<file path="src/rtl/stam_pkg.sv">
// ----------------------------------------------------------------------------
// stam_pkg
// Shared types, constants and arithmetic helpers of the stall time monitor.
// ----------------------------------------------------------------------------
package stam_pkg;

  localparam int DEF_MAX_DOMAINS = 16;

  localparam int NS_W  = 64;
  localparam int DOM_W = 31;
  localparam int CNT_W = 16;
  localparam int AVG_W = 17;
  localparam int BP_W  = 14;
  localparam int QF    = 16;

  localparam logic [CNT_W-1:0] COUNT_MAX = '1;
  localparam logic [AVG_W-1:0] Q_ONE     = 17'h10000;
  localparam logic [15:0]      DECAY10   = 16'd59303;
  localparam logic [15:0]      DECAY60   = 16'd64453;
  localparam logic [15:0]      DECAY300  = 16'd65318;
  localparam logic [BP_W-1:0]  BP_SCALE  = 14'd10000;
  localparam logic [BP_W-1:0]  THR_RESET = 14'd10000;

  typedef enum logic [2:0] {
    REQ_ENTER       = 3'd0,
    REQ_EXIT        = 3'd1,
    REQ_BUSY        = 3'd2,
    REQ_SAMPLE      = 3'd3,
    REQ_AGGREGATE   = 3'd4,
    REQ_READ_GLOBAL = 3'd5,
    REQ_READ_DOMAIN = 3'd6
  } req_t;

  typedef enum logic [1:0] {
    ST_OK         = 2'd0,
    ST_TABLE_FULL = 2'd1,
    ST_UNDERFLOW  = 2'd2
  } status_t;

  typedef logic [2:0][AVG_W-1:0] avg3_t;

  typedef struct packed {
    logic [DOM_W-1:0] domain;
    logic [CNT_W-1:0] stalled;
    logic [NS_W-1:0]  some_start;
    logic [NS_W-1:0]  some_banked;
    logic [NS_W-1:0]  full_banked;
    logic [NS_W-1:0]  prev_full;
    avg3_t            avg;
  } slot_rec_t;

  function automatic logic [NS_W-1:0] live_total(input logic [NS_W-1:0] banked,
                                                 input logic [CNT_W-1:0] count,
                                                 input logic [NS_W-1:0] start,
                                                 input logic [NS_W-1:0] now);
    if (count != '0 && now > start) return banked + (now - start);
    return banked;
  endfunction

  function automatic logic [BP_W-1:0] to_bp(input logic [AVG_W-1:0] avg);
    logic [AVG_W+BP_W-1:0] p;
    p = (AVG_W+BP_W)'(avg) * (AVG_W+BP_W)'(BP_SCALE);
    return p[QF+BP_W-1:QF];
  endfunction

  function automatic logic [15:0] decay_of(input int k);
    case (k)
      0:       return DECAY10;
      1:       return DECAY60;
      default: return DECAY300;
    endcase
  endfunction

endpackage

</file>
<file path="src/rtl/stam_ewma3.sv">
// ----------------------------------------------------------------------------
// stam_ewma3
// Folds one Q16 fraction into the 10/60/300 s averages, truncating.
// ----------------------------------------------------------------------------
module stam_ewma3 import stam_pkg::*; (
  input  avg3_t            avg,
  input  logic [AVG_W-1:0] frac,
  output avg3_t            avg_next
);

  for (genvar k = 0; k < 3; k++) begin : g_lane
    logic [33:0] acc;
    always_comb begin
      acc = 34'(avg[k]) * 34'(decay_of(k))
          + 34'(frac) * 34'(Q_ONE - 17'(decay_of(k)));
      avg_next[k] = acc[QF+AVG_W-1:QF];
    end
  end

endmodule

</file>
<file path="config.mk">
export PLATFORM = sky130hd
export DESIGN_NAME = stam_ewma3
export DESIGN_NICKNAME = d
export VERILOG_FILES = /design/src/rtl/stam_pkg.sv /design/src/rtl/stam_ewma3.sv
export SDC_FILE = /design/constraint.sdc
export NUM_CORES = 2
export LEC_CHECK = 0
export ABC_AREA = 1
export BUFFER_PORTS_ARGS = -buffer_cell sky130_fd_sc_hd__buf_2
export CAP_MARGIN = 20
export CORE_AREA = 4 4 249 251
export DETAILED_ROUTE_END_ITERATION = 10
export DIE_AREA = 0 0 253 255
export GPL_TIMING_DRIVEN = 0
export PLACE_DENSITY = 0.73
export RECOVER_POWER = 50
export SLEW_MARGIN = 10
export SYNTH_ARGS = -nofsm -noshare
export SYNTH_HDL_FRONTEND = slang
export SYNTH_SLANG_ARGS = --single-unit
</file>
<file path="constraint.sdc">
create_clock -name vclk -period 7.5
set_clock_uncertainty 0.05 [all_clocks]
set_input_delay 0 -clock vclk [all_inputs]
set_output_delay 0 -clock vclk [all_outputs]
set_load 0.01 [all_outputs]
</file>
Yosys cells after proc, flatten, opt, wreduce, memory -nomap -nowiden
Cells that the tools add are included.
{ "classes": {"add_sub_neg": 3, "multipliers": 6, "n_div": 0, "magnitude_cmp": 0, "eq_ne": 0, "shifts": 0, "n_mux": 0, "bitwise": 0, "reduce_logical": 0} }
{ "op_table": {"columns": ["cell", "n"], "rows": [
  ["17-bit by 16-bit multiplier with 33-bit output, second input constant", 2],
  ["33-bit by 25-bit adder with 33-bit output", 1],
  ["33-bit by 28-bit adder with 33-bit output", 1],
  ["33-bit by 30-bit adder with 33-bit output", 1],
  ["17-bit by 15-bit multiplier with 32-bit output, second input constant", 1],
  ["17-bit by 13-bit multiplier with 30-bit output, second input constant", 1],
  ["17-bit by 11-bit multiplier with 28-bit output, second input constant", 1],
  ["17-bit by 7-bit multiplier with 24-bit output, second input constant", 1]
]} }
{ "totals": {"ff_bits": 0, "latch_bits": 0, "ramBits": 0, "romBits": 0, "input_bits": 68, "output_inout_bits": 51, "n_memories": 0} }

Longest topological paths before layout
{ "logic_depth": {"depth_word": 2, "mapped_depth": 36, "depth_no_buf": 36} }

Worst setup path after synthesis
Ideal clock, no wire load.
{ "synth_path": {"kind": "input to output", "from": "input avg[35] (netlist name)", "to": "output avg_next[47] (netlist name)", "arrival_ns": 5.706, "required_time_ns": 7.450, "setup_slack_ns": 1.744, "path_stages": 30, "path_buffers": 0, "cell_sequence": "fa_1 -> fa_1 -> inv_1 -> fa_1 -> inv_1 -> fa_1 -> fa_1 -> inv_1 -> fa_1 -> inv_1 -> ha_1 -> nand2_2 -> inv_1 -> nand2_1 -> nand2_1 -> nand2_1 -> nand2_1 -> a31oi_1 -> o21ai_0 -> xor2_1 -> ha_1 -> nand2_1 -> nor2_1 -> nor3b_2 -> nand2_1 -> nand2_1 -> nand3_4 -> nor2_8 -> nand2_2 -> xor2_1"} }
{ "synth_lines": {"columns": ["element", "line", "rtl"], "rows": [
  ["start: declaration", "stam_ewma3.sv:6", "input avg3_t avg,"],
  ["end: declaration", "stam_ewma3.sv:8", "output avg3_t avg_next"]
]} }

==> metrics.md <==
| Metric | Value |
|---|---|
| MaxCap Viol Count | `0` |
| Critical path peak fanout | `7` |
| Count leader, synth | `inv_1` |
| Routed WL | `around 70 mm` |
| Core Area | `59,900 um^2` |
| Port Buf Inserts | `119` |
| Setup TNS | `0 ns` |
| DRT Pass-1 Iters | `5` |
| Fin crit share | `88.3%` |
| Synth top area share | `40.8%` |
| Std-Cell Rows | `90` |
| Die span in y | `255 um` |
| Post-Syn Area | `28,500 um^2` |
| Gr ovfl total | `0` |
| RSZ-0062 raised after global routing | `no` |
| CTS resizes | `0` |
| Fmax | `approximately 150 MHz` |
| ANT nets after route | `0` |
| I/O Pins | `about 120` |
| Syn Nets | `about 4,600` |
| Count of final setup violators | `0` |
| Largest net degree at the start of global routing | `14` |
| Max incr delay on CP | `about 0.64 ns` |
| Number of vias per cell | `~5.0` |
| Seq_cells | `0` |
| Yosys warnings | `0` |
| Final cell count without fillers | `4,211` |
| Drt wl/cell | `16.2 um` |
| CP Launch Type | `input pin` |
| DR iter-0 viols | `approximately 970` |
| First-pass GRT wire length | `about 110 mm` |
| WP data arrival | `6.57 ns` |
| Slew @ Worst Pin | `around 0.9 ns` |
| Syn Area/Cell | `8.61 um^2` |
| Area leader, netlist | `fa_1` |
| Die ar. | `between 60,000 and 70,000 um^2` |
| Seq/Total Area, Yosys | `0%` |
| Pins Over Slew Limit | `0` |
| Share of cells above drive strength 1 | `3.91%` |
| Via count | `21,168` |
| Final net count | `about 4,700` |
| Post-synth top cells | `1,042 x inv_1, 604 x ha_1, 580 x fa_1` |
| Worst min path class | `input pin to primary output` |
| Initial Util | `47.6%` |
| Main area contributors after synthesis | `fa_1 41%, ha_1 27%, inv_1 14%` |
| Postcts setup bufs | `0` |
| Outcome | `finished, final reports clean` |
| Tmin final | `6.62 ns` |
| All-Layer GR Usage | `between 20% and 30%` |
| Fin util | `50.1%` |
| Worst Setup Path Type | `input pin to primary output` |
| Slew headroom | `40.1%` |
| Hold-fix buffers, CTS | `0` |
| Slowest stage cell, crit path | `fa_1` |
| Synth-to-Final Area Change | `5.42%` |
| Post-Syn Instances | `3,309` |
| Netlist cell types | `42` |
| Hold violation count in the final report | `0` |
| Drt drc | `0` |
| Number of global-route vias before repair | `22,993` |
| Crit end category | `primary output` |
| GP Congestion | `0.939` |
| Horiz. Die Dim | `253 um` |
| HPWL after detailed placement | `~63 mm` |
| Clk_buf instances | `0` |
| Register Area | `0 um^2` |
| Worst path required time | `7.45 ns` |
| Initial antenna violation count | `1` |
| Cells after DPL | `4,210` |
[stage by stage]
stage                     instance area, um^2  hold WS, ns  setup slack, ns
after floorplan                         28500        0.391             1.74
after global placement                  30100        0.920            0.959
after detailed placement                30100        0.925            0.951
after CTS                               30100        0.926            0.896
after global routing                    30000        0.982            0.415
final                                   30000        0.905            0.875
[cell families after synthesis]
family | after synthesis | share of synthesized area, %
adder cells (fa/ha/maj) | 1184 | 67.3
XOR/XNOR | 91 | 2.80
AO/OA/AOI/OAI | 281 | 5.50
buffers and inverters | 1043 | 13.7
AND/OR/NAND/NOR | 710 | 10.7
[path summary, 6_finish.rpt]
check	startpoint	endpoint	slack [ns]	depth (start not counted)
worst min-delay path	avg[32]	avg_next[33]	0.91	7
worst max-delay path	avg[39]	avg_next[47]	0.88	32
[per-layer routing]
metal	part of all wire (%)	wire (um)	track usage, %
met5	0	0	0
met4	3.5	2390	6.43
met1	42	28900	28.1
met2	50	33900	39.6
met3	4.5	3050	2.71
[layout make-up]
cell class / instances / area, um^2
timing repair buffer: 119 / 564
inverter: 1043 / 3920
fill: 5682 / 29900
antenna: 1 / 2.50
multi-input combinational: 2266 / 24600
tap: 782 / 978
[cells in the final DEF (no fill, tap or decap), types with 3 or more instances in the layout]
master       n
o21bai_1     6
xnor2_1     36
a221oi_1     3
a21o_1       9
inv_1     1042
o21a_1       9
nand4_1     21
fa_1       580
o21ai_0     72
nand2_2     11
o221ai_1     3
nand2_4      3
a21oi_1    139
clkbuf_1    25
xor2_1      55
nand3_2      5
nand2_1    413
nor3_1      16
a31oi_1     19
buf_2       94
ha_1       604
o31ai_1      4
nand3b_1     3
a211oi_1     3
nor2_2      10
nor4_1       8
o211ai_1     7
nor2_1     145
nand3_1     62
[critical path: cells and delay by family]
| kind | cells | cell delay, ns |
|---|---|---|
| xor gates and xnor gates | 2 | 0.31 |
| buffers and inverters | 7 | 0.63 |
| and+or+nand+nor | 13 | 1.44 |
| adders and majority gates | 8 | 3.80 |
| AOI/OAI and AO/OA | 2 | 0.37 |
