## src/rtl/stam_pkg.sv

```systemverilog
// ----------------------------------------------------------------------------
// stam_pkg
// Shared types, constants and arithmetic helpers of the stall time monitor.
// ----------------------------------------------------------------------------
package stam_pkg;

  localparam int DEF_MAX_DOMAINS = 16;

  localparam int NS_W  = 64;
  localparam int DOM_W = 31;
  localparam int CNT_W = 16;
  localparam int AVG_W = 17;
  localparam int BP_W  = 14;
  localparam int QF    = 16;

  localparam logic [CNT_W-1:0] COUNT_MAX = '1;
  localparam logic [AVG_W-1:0] Q_ONE     = 17'h10000;
  localparam logic [15:0]      DECAY10   = 16'd59303;
  localparam logic [15:0]      DECAY60   = 16'd64453;
  localparam logic [15:0]      DECAY300  = 16'd65318;
  localparam logic [BP_W-1:0]  BP_SCALE  = 14'd10000;
  localparam logic [BP_W-1:0]  THR_RESET = 14'd10000;

  typedef enum logic [2:0] {
    REQ_ENTER       = 3'd0,
    REQ_EXIT        = 3'd1,
    REQ_BUSY        = 3'd2,
    REQ_SAMPLE      = 3'd3,
    REQ_AGGREGATE   = 3'd4,
    REQ_READ_GLOBAL = 3'd5,
    REQ_READ_DOMAIN = 3'd6
  } req_t;

  typedef enum logic [1:0] {
    ST_OK         = 2'd0,
    ST_TABLE_FULL = 2'd1,
    ST_UNDERFLOW  = 2'd2
  } status_t;

  typedef logic [2:0][AVG_W-1:0] avg3_t;

  typedef struct packed {
    logic [DOM_W-1:0] domain;
    logic [CNT_W-1:0] stalled;
    logic [NS_W-1:0]  some_start;
    logic [NS_W-1:0]  some_banked;
    logic [NS_W-1:0]  full_banked;
    logic [NS_W-1:0]  prev_full;
    avg3_t            avg;
  } slot_rec_t;

  function automatic logic [NS_W-1:0] live_total(input logic [NS_W-1:0] banked,
                                                 input logic [CNT_W-1:0] count,
                                                 input logic [NS_W-1:0] start,
                                                 input logic [NS_W-1:0] now);
    if (count != '0 && now > start) return banked + (now - start);
    return banked;
  endfunction

  function automatic logic [BP_W-1:0] to_bp(input logic [AVG_W-1:0] avg);
    logic [AVG_W+BP_W-1:0] p;
    p = (AVG_W+BP_W)'(avg) * (AVG_W+BP_W)'(BP_SCALE);
    return p[QF+BP_W-1:QF];
  endfunction

  function automatic logic [15:0] decay_of(input int k);
    case (k)
      0:       return DECAY10;
      1:       return DECAY60;
      default: return DECAY300;
    endcase
  endfunction

endpackage

```

## src/rtl/stam_frac_div.sv

```systemverilog
// ----------------------------------------------------------------------------
// stam_frac_div
// Q16 fraction num/den clamped to one, one quotient bit per cycle.
// ----------------------------------------------------------------------------
module stam_frac_div import stam_pkg::*; (
  input  logic             clk,
  input  logic             rst,
  input  logic             start,
  input  logic [NS_W-1:0]  num,
  input  logic [NS_W-1:0]  den,
  output logic             done,
  output logic [AVG_W-1:0] quot
);

  logic [NS_W-1:0] r;
  logic [NS_W-1:0] d;
  logic [QF-1:0]   q;
  logic [4:0]      cnt;
  logic            run;
  logic            sat;
  logic [NS_W-1:0] diff;

  assign diff = d - r;
  assign quot = sat ? Q_ONE : {1'b0, q};

  always_ff @(posedge clk) begin
    if (rst) begin
      run  <= 1'b0;
      done <= 1'b0;
      sat  <= 1'b0;
    end else if (start) begin
      r    <= num;
      d    <= den;
      q    <= '0;
      sat  <= (num >= den);
      cnt  <= (num >= den) ? 5'd0 : 5'd16;
      run  <= 1'b1;
      done <= 1'b0;
    end else if (run) begin
      if (cnt == 5'd0) begin
        run  <= 1'b0;
        done <= 1'b1;
      end else begin
        // 2r stays below den whenever the doubling arm is taken
        if (r >= diff) begin
          r <= r - diff;
          q <= {q[QF-2:0], 1'b1};
        end else begin
          r <= r + r;
          q <= {q[QF-2:0], 1'b0};
        end
        cnt <= cnt - 5'd1;
      end
    end
  end

endmodule

```

## config.mk

```make
export PLATFORM = sky130hd
export DESIGN_NAME = stam_frac_div
export DESIGN_NICKNAME = d
export VERILOG_FILES = /design/src/rtl/stam_pkg.sv /design/src/rtl/stam_frac_div.sv
export SDC_FILE = /design/constraint.sdc
export NUM_CORES = 1
export LEC_CHECK = 0
export BUFFER_PORTS_ARGS = -buffer_cell sky130_fd_sc_hd__clkbuf_2
export CAP_MARGIN = 20
export CORE_MARGIN = 3
export CORE_UTILIZATION = 62
export DETAILED_ROUTE_END_ITERATION = 8
export GPL_TIMING_DRIVEN = 0
export PLACE_DENSITY_LB_ADDON = 0.2
export SYNTH_ARGS = -nofsm -noshare
export SYNTH_HDL_FRONTEND = slang
export SYNTH_SLANG_ARGS = --single-unit
export TNS_END_PERCENT = 50
```

## constraint.sdc

```tcl
create_clock -name clk -period 7.28 [get_ports clk]
set_input_delay 0.728 -clock clk [delete_from_list [all_inputs] [get_ports clk]]
set_output_delay 0.728 -clock clk [all_outputs]
set_load 0.01 [all_outputs]
```

---- After elaboration in Yosys (flattened, before gate mapping) ----
Index checks and enable logic that the tools add are counted.
word-level totals
  register bits after elaboration ......... 152
  bits in latches ......................... 0
  RAM bits ................................ 0
  bits in read-only memories .............. 0
  output and inout port bits .............. 18
  logic and storage cells ................. 36
  memories ................................ 0
operators by class
  $add $sub $neg .......................... 4
  multipliers ............................. 0
  div/mod/pow operators ................... 0
  order comparisons ....................... 2
  equality and inequality tests ........... 1
  shift operators ......................... 0
  multiplexer cells ....................... 15
  bitwise logic cells ..................... 1
  reductions and logical operators ........ 6
operator list
  cell                   count
  $mux W64               4
  $ge A64 B64 Y1         2
  $sub A64 B64 Y64       2
  $add A64 B64 Y64       1
  $mux W16               2
  $mux W5                4
  $mux W17               1
  $logic_not A5 Y1       1
  $sub A5 B1 Y5 const B  1
  $mux W1                4
  $reduce_and A2 Y1      2
  $reduce_and A3 Y1      1
  $ne A2 B2 Y1 const B   1
  $reduce_bool A2 Y1     1
  $reduce_or A2 Y1       1
  $not A1 Y1             1

---- Longest topological paths before layout ----
  word-level depth ........................ 6
  mapped depth ............................ 26

---- Least setup slack after synthesis ----
OpenSTA, ideal clock, no wires.
  path type ............................... input -> register
  from .................................... input start
  to ...................................... register cnt[0], enable pin
  setup time .............................. 0.529 ns
  arrival time ............................ 5.072 ns
  setup slack ............................. 1.679 ns
  stages on the path ...................... 5
  buffers on the path ..................... 3
  cell sequence ........................... clkbuf_1 buf_2 clkbuf_1 a21oi_1 nor2_1
between the ends
  cells in the longest elaborated chain, start to end .. 2
ends and longest elaborated chain
  what                                                                 RTL line             RTL
  from (decl)                                                          stam_frac_div.sv:8   input logic start,
  $ne A2 B2 Y1 (no line) / $reduce_bool A2 Y1 (equally long branches)  --
  $reduce_and A3 Y1 (no line) (*)                                      --
  to (signal assigned)                                                 stam_frac_div.sv:36  cnt <= (num >= den) ? 5'd0 : 5'd16;
  to (signal assigned)                                                 stam_frac_div.sv:52  cnt <= cnt - 5'd1;
  to (decl)                                                            stam_frac_div.sv:18  logic [4:0] cnt;
Every way passes the cells marked *; elsewhere a longest branch is shown, timed or not.
A chain may end at the register's enable or synchronous reset.

---- Worst setup path after layout ----
  from .................................... register r[0]
  to ...................................... register r[29], data pin
between the ends
  cells in the longest elaborated chain, start to end .. 6
ends and longest elaborated chain
  what                                                       RTL line                                  RTL
  from (decl)                                                stam_frac_div.sv:15                       logic [NS_W-1:0] r;
  from (signal assigned)                                     stam_frac_div.sv:32                       r <= num;
  from (signal assigned)                                     stam_frac_div.sv:46                       r <= r - diff;
  from (signal assigned)                                     stam_frac_div.sv:49                       r <= r + r;
  $sub A64 B64 Y64                                           stam_frac_div.sv:23                       assign diff = d - r;
  $sub A64 B64 Y64 / $ge A64 B64 Y1 (equally long branches)  stam_frac_div.sv:46, stam_frac_div.sv:45
  $mux W64 (*)                                               stam_frac_div.sv:45                       if (r >= diff) begin
  $mux W64 (*)                                               stam_frac_div.sv:40                       if (cnt == 5'd0) begin
  $mux W64 (*)                                               stam_frac_div.sv:39                       end else if (run) begin
  $mux W64 (*)                                               stam_frac_div.sv:31                       end else if (start) begin
Every way passes the cells marked *; elsewhere a longest branch is shown, timed or not. The select of a mux whose other input is x is not followed.

==> impl_metrics.json <==
{
  "reg2reg_slack_ns": 0.20,
  "grt_pass1_wl_um": 79800,
  "slew_violations": 0,
  "clkSinkCount": 152,
  "clockBufferDepth": 2,
  "slowest_delay_ns": 0.61,
  "outcome": "completed",
  "critPathKind": "register to register",
  "ys_warn_count": 0,
  "die_x_um": 166,
  "cts.htree.levels": 4,
  "postSynthAreaPerCell_um2": 8.39,
  "dr_wl_met3_um": 4380,
  "r2r_start": "r[0]",
  "layout_min_cycle_time_ns": 7.08,
  "setup.worst_path.end_class": "register",
  "cp_slowest_cell": "nor4bb_2",
  "cp.required_ns": 7.44,
  "wl_per_cell_um": 21.0,
  "start_util_pct": 63.2,
  "coreArea_um2": 25200,
  "syn_nets": 2224,
  "syn2layout_area_growth_pct": 11.9,
  "finalSetupViolations": 0,
  "min_path_cells": 1,
  "p_leak_uw": 0.00800,
  "drive_gt1_share_pct": 11.9,
  "hold_violations": 0,
  "synth_area_leaders": "edfxtp_1, ha_1, a21oi_1",
  "hold_class": "primary input to register",
  "routabilityCongestion": 0.971,
  "die_h_um": 166,
  "placed_area_um2": 17200,
  "drtIter0Drc": 1753,
  "io_buffers": 148,
  "dr.pass1.iters": 6,
  "antenna_cells": 0,
  "whs_ns": 0.465,
  "fin_nets": 2398,
  "grt_max_degree": 33,
  "r2r-end": "r[29]",
  "hpwl_um": 39900,
  "timing.final.crit_share_pct": 97.3,
  "die_area_um2": 27600,
  "synth_cell_type_count": 80,
  "post-synth-top-count-cell": "ha_1",
  "cp.arrival_ns": 7.24,
  "crit_path_start_kind": "register",
  "path_clk_slew_ns": 0.07,
  "antenna_found_initial": 0,
  "viasPerCell": 6.50,
  "cp_max_fo": 10,
  "cts_tree": "done",
  "synthFlopType": "edfxtp_1",
  "cts_setup_buffers": 0,
  "synth_top_area_share_pct": 28.1,
  "worst_pin_slew_ns": 0.991,
  "worstRegToRegCells": 26,
  "ys_async_sr_fraction_pct": 0,
  "cts-root-buf": "clkbuf_16",
  "antenna_left": 0,
  "fmax_ghz": 0.141,
  "grt_pass1_vias": 15100,
  "hold_end": "d[4]",
  "synth_edf_count": 149,
  "drt_wl_total_um": 50800,
  "powerDensity_nw_per_um2": 499,
  "tns_ns": 0,
  "track_usage_pct": 35.6,
  "peakVddDrop_mv": 0.369,
  "syn_inst": 1898,
  "wl_met1_um": 21000,
  "fin_skew_ns": 0.0142,
  "gr-total-overflow": 0,
  "top_layer": "met4",
  "p_total_uw": 8890,
  "rows": 58,
  "post-route-drc-count": 0,
  "syn_area_um2": 15900,
  "num_vias": 15700,
  "wl_met2_um": 23400,
  "insertion_delay_ns": 0.45,
  "min-delay-start": "den[4]",
  "final_area_um2": 17800,
  "ys_ff_latch": 152,
  "cap_violations": 0,
  "seq_area_frac_synth_pct": 28.5,
  "yosys.area.top_type": "edfxtp_1",
  "timing.critical_path.mode_cell": "o21a_1",
  "numCtsBuffers": 17,
  "yosys-top-cells-count": "ha_1, nand2_1, a21oi_1, inv_1, edfxtp_1",
  "fill_cells": 2104,
  "maxSlewHeadroom_pct": 33.1,
  "ios": 149
}
[metrics by stage]
step	instances	utilization, %	setup slack, ns
after floorplan	1898	-	1.68
after global placement	2376	67.8	-1.07
after detailed placement	2382	68.3	-0.244
after CTS	2414	70.6	0.00666
after global routing	2415	70.8	-0.0185
final	2415	70.8	0.195
[power breakdown]
part / leakage [uW] / internal (uW) / switching (uW)
Combinational: 0.00627 / 2500 / 4150
Sequential: 0.00144 / 1190 / 113
Clock: 0.000285 / 487 / 443
Total: 0.00800 / 4180 / 4700
[state kept, by name, indices dropped and copies added (netlist names)]
signal and cells:
done 1, r 64, d 64, run 1
q 16, sat 1, cnt 5
[final cells by class]
cell class	instances	area (um2)	area share, %
well taps	330	413	2.32
clock buffers	18	429	2.41
plain buffers	84	370	2.08
multi-input cells	1498	10500	58.7
repair buffers	155	840	4.71
inverters	164	616	3.45
flip-flops and latches	152	4530	25.4
clock inverters	14	158	0.884
[worst max-delay path, delay by kind of cell, from the launching register on]
kind / cells / cell delay (ns)
AO/OA/AOI/OAI: 11 / 2.49
XOR/XNOR: 1 / 0.17
adder cells (fa/ha/maj): 3 / 0.79
buffers and inverters: 6 / 1.56
flip-flops: 1 / 0.46
multiplexers: 1 / 0.28
AND/OR/NAND/NOR: 4 / 1.06
[what timing repair did]
item | in CTS | in global routing
setup endpoints to repair | 22 | 64
hold buffers | 0 | 0
gates resized for setup | 3 | 11
[how the worst max path moves through the flow]
| stage | slack [ns] | endpoint | from |
|---|---|---|---|
| after floorplan | 1.68 | cnt[0] | start |
| final | 0.20 | r[29] | r[0] |
| after global routing | -0.02 | r[29] | d[0] |
| after detailed placement | -0.24 | r[58] | r[1] |
| after CTS | 0.007 | r[52] | r[0] |
| after global placement | -1.07 | r[32] | start |
[kinds of logic (layout without fill, tap and decap cells)]
family | Yosys count | count (layout) | synth area share, %
AO/OA/AOI/OAI | 626 | 626 | 25.4
AND/OR/NAND/NOR | 533 | 533 | 16.3
buffers and inverters | 248 | 435 | 6.18
adder cells (fa/ha/maj) | 195 | 195 | 15.4
flip-flops | 152 | 152 | 28.5
XOR/XNOR | 113 | 113 | 6.21
multiplexers | 31 | 31 | 1.96
[routing by layer]
layer | vias up | GRT usage [%]
met5 | - | 0
met4 | 0 | 13.3
met3 | 146 | 6.47
met2 | 785 | 58.1
met1 | 7406 | 47.7
li1 | 7367 | -
[layout by cell type, fill, tap and decap left out, types with 25 or more instances in the layout]
cell / netlist / routed
xor2_1: 46 / 46
o21ai_0: 134 / 132
nor3_1: 30 / 30
clkbuf_1: 51 / 51
clkbuf_2: 3 / 152
a21o_1: 97 / 97
nand3_1: 38 / 38
inv_1: 163 / 163
o21a_1: 25 / 25
a21oi_1: 175 / 173
edfxtp_1: 149 / 149
nor2_1: 107 / 105
ha_1: 193 / 193
xnor2_1: 67 / 67
nor2b_1: 46 / 46
mux2i_1: 30 / 30
o21bai_1: 29 / 29
nand4_1: 50 / 50
nand2_1: 181 / 180
Power figures use the tool's default switching activity.
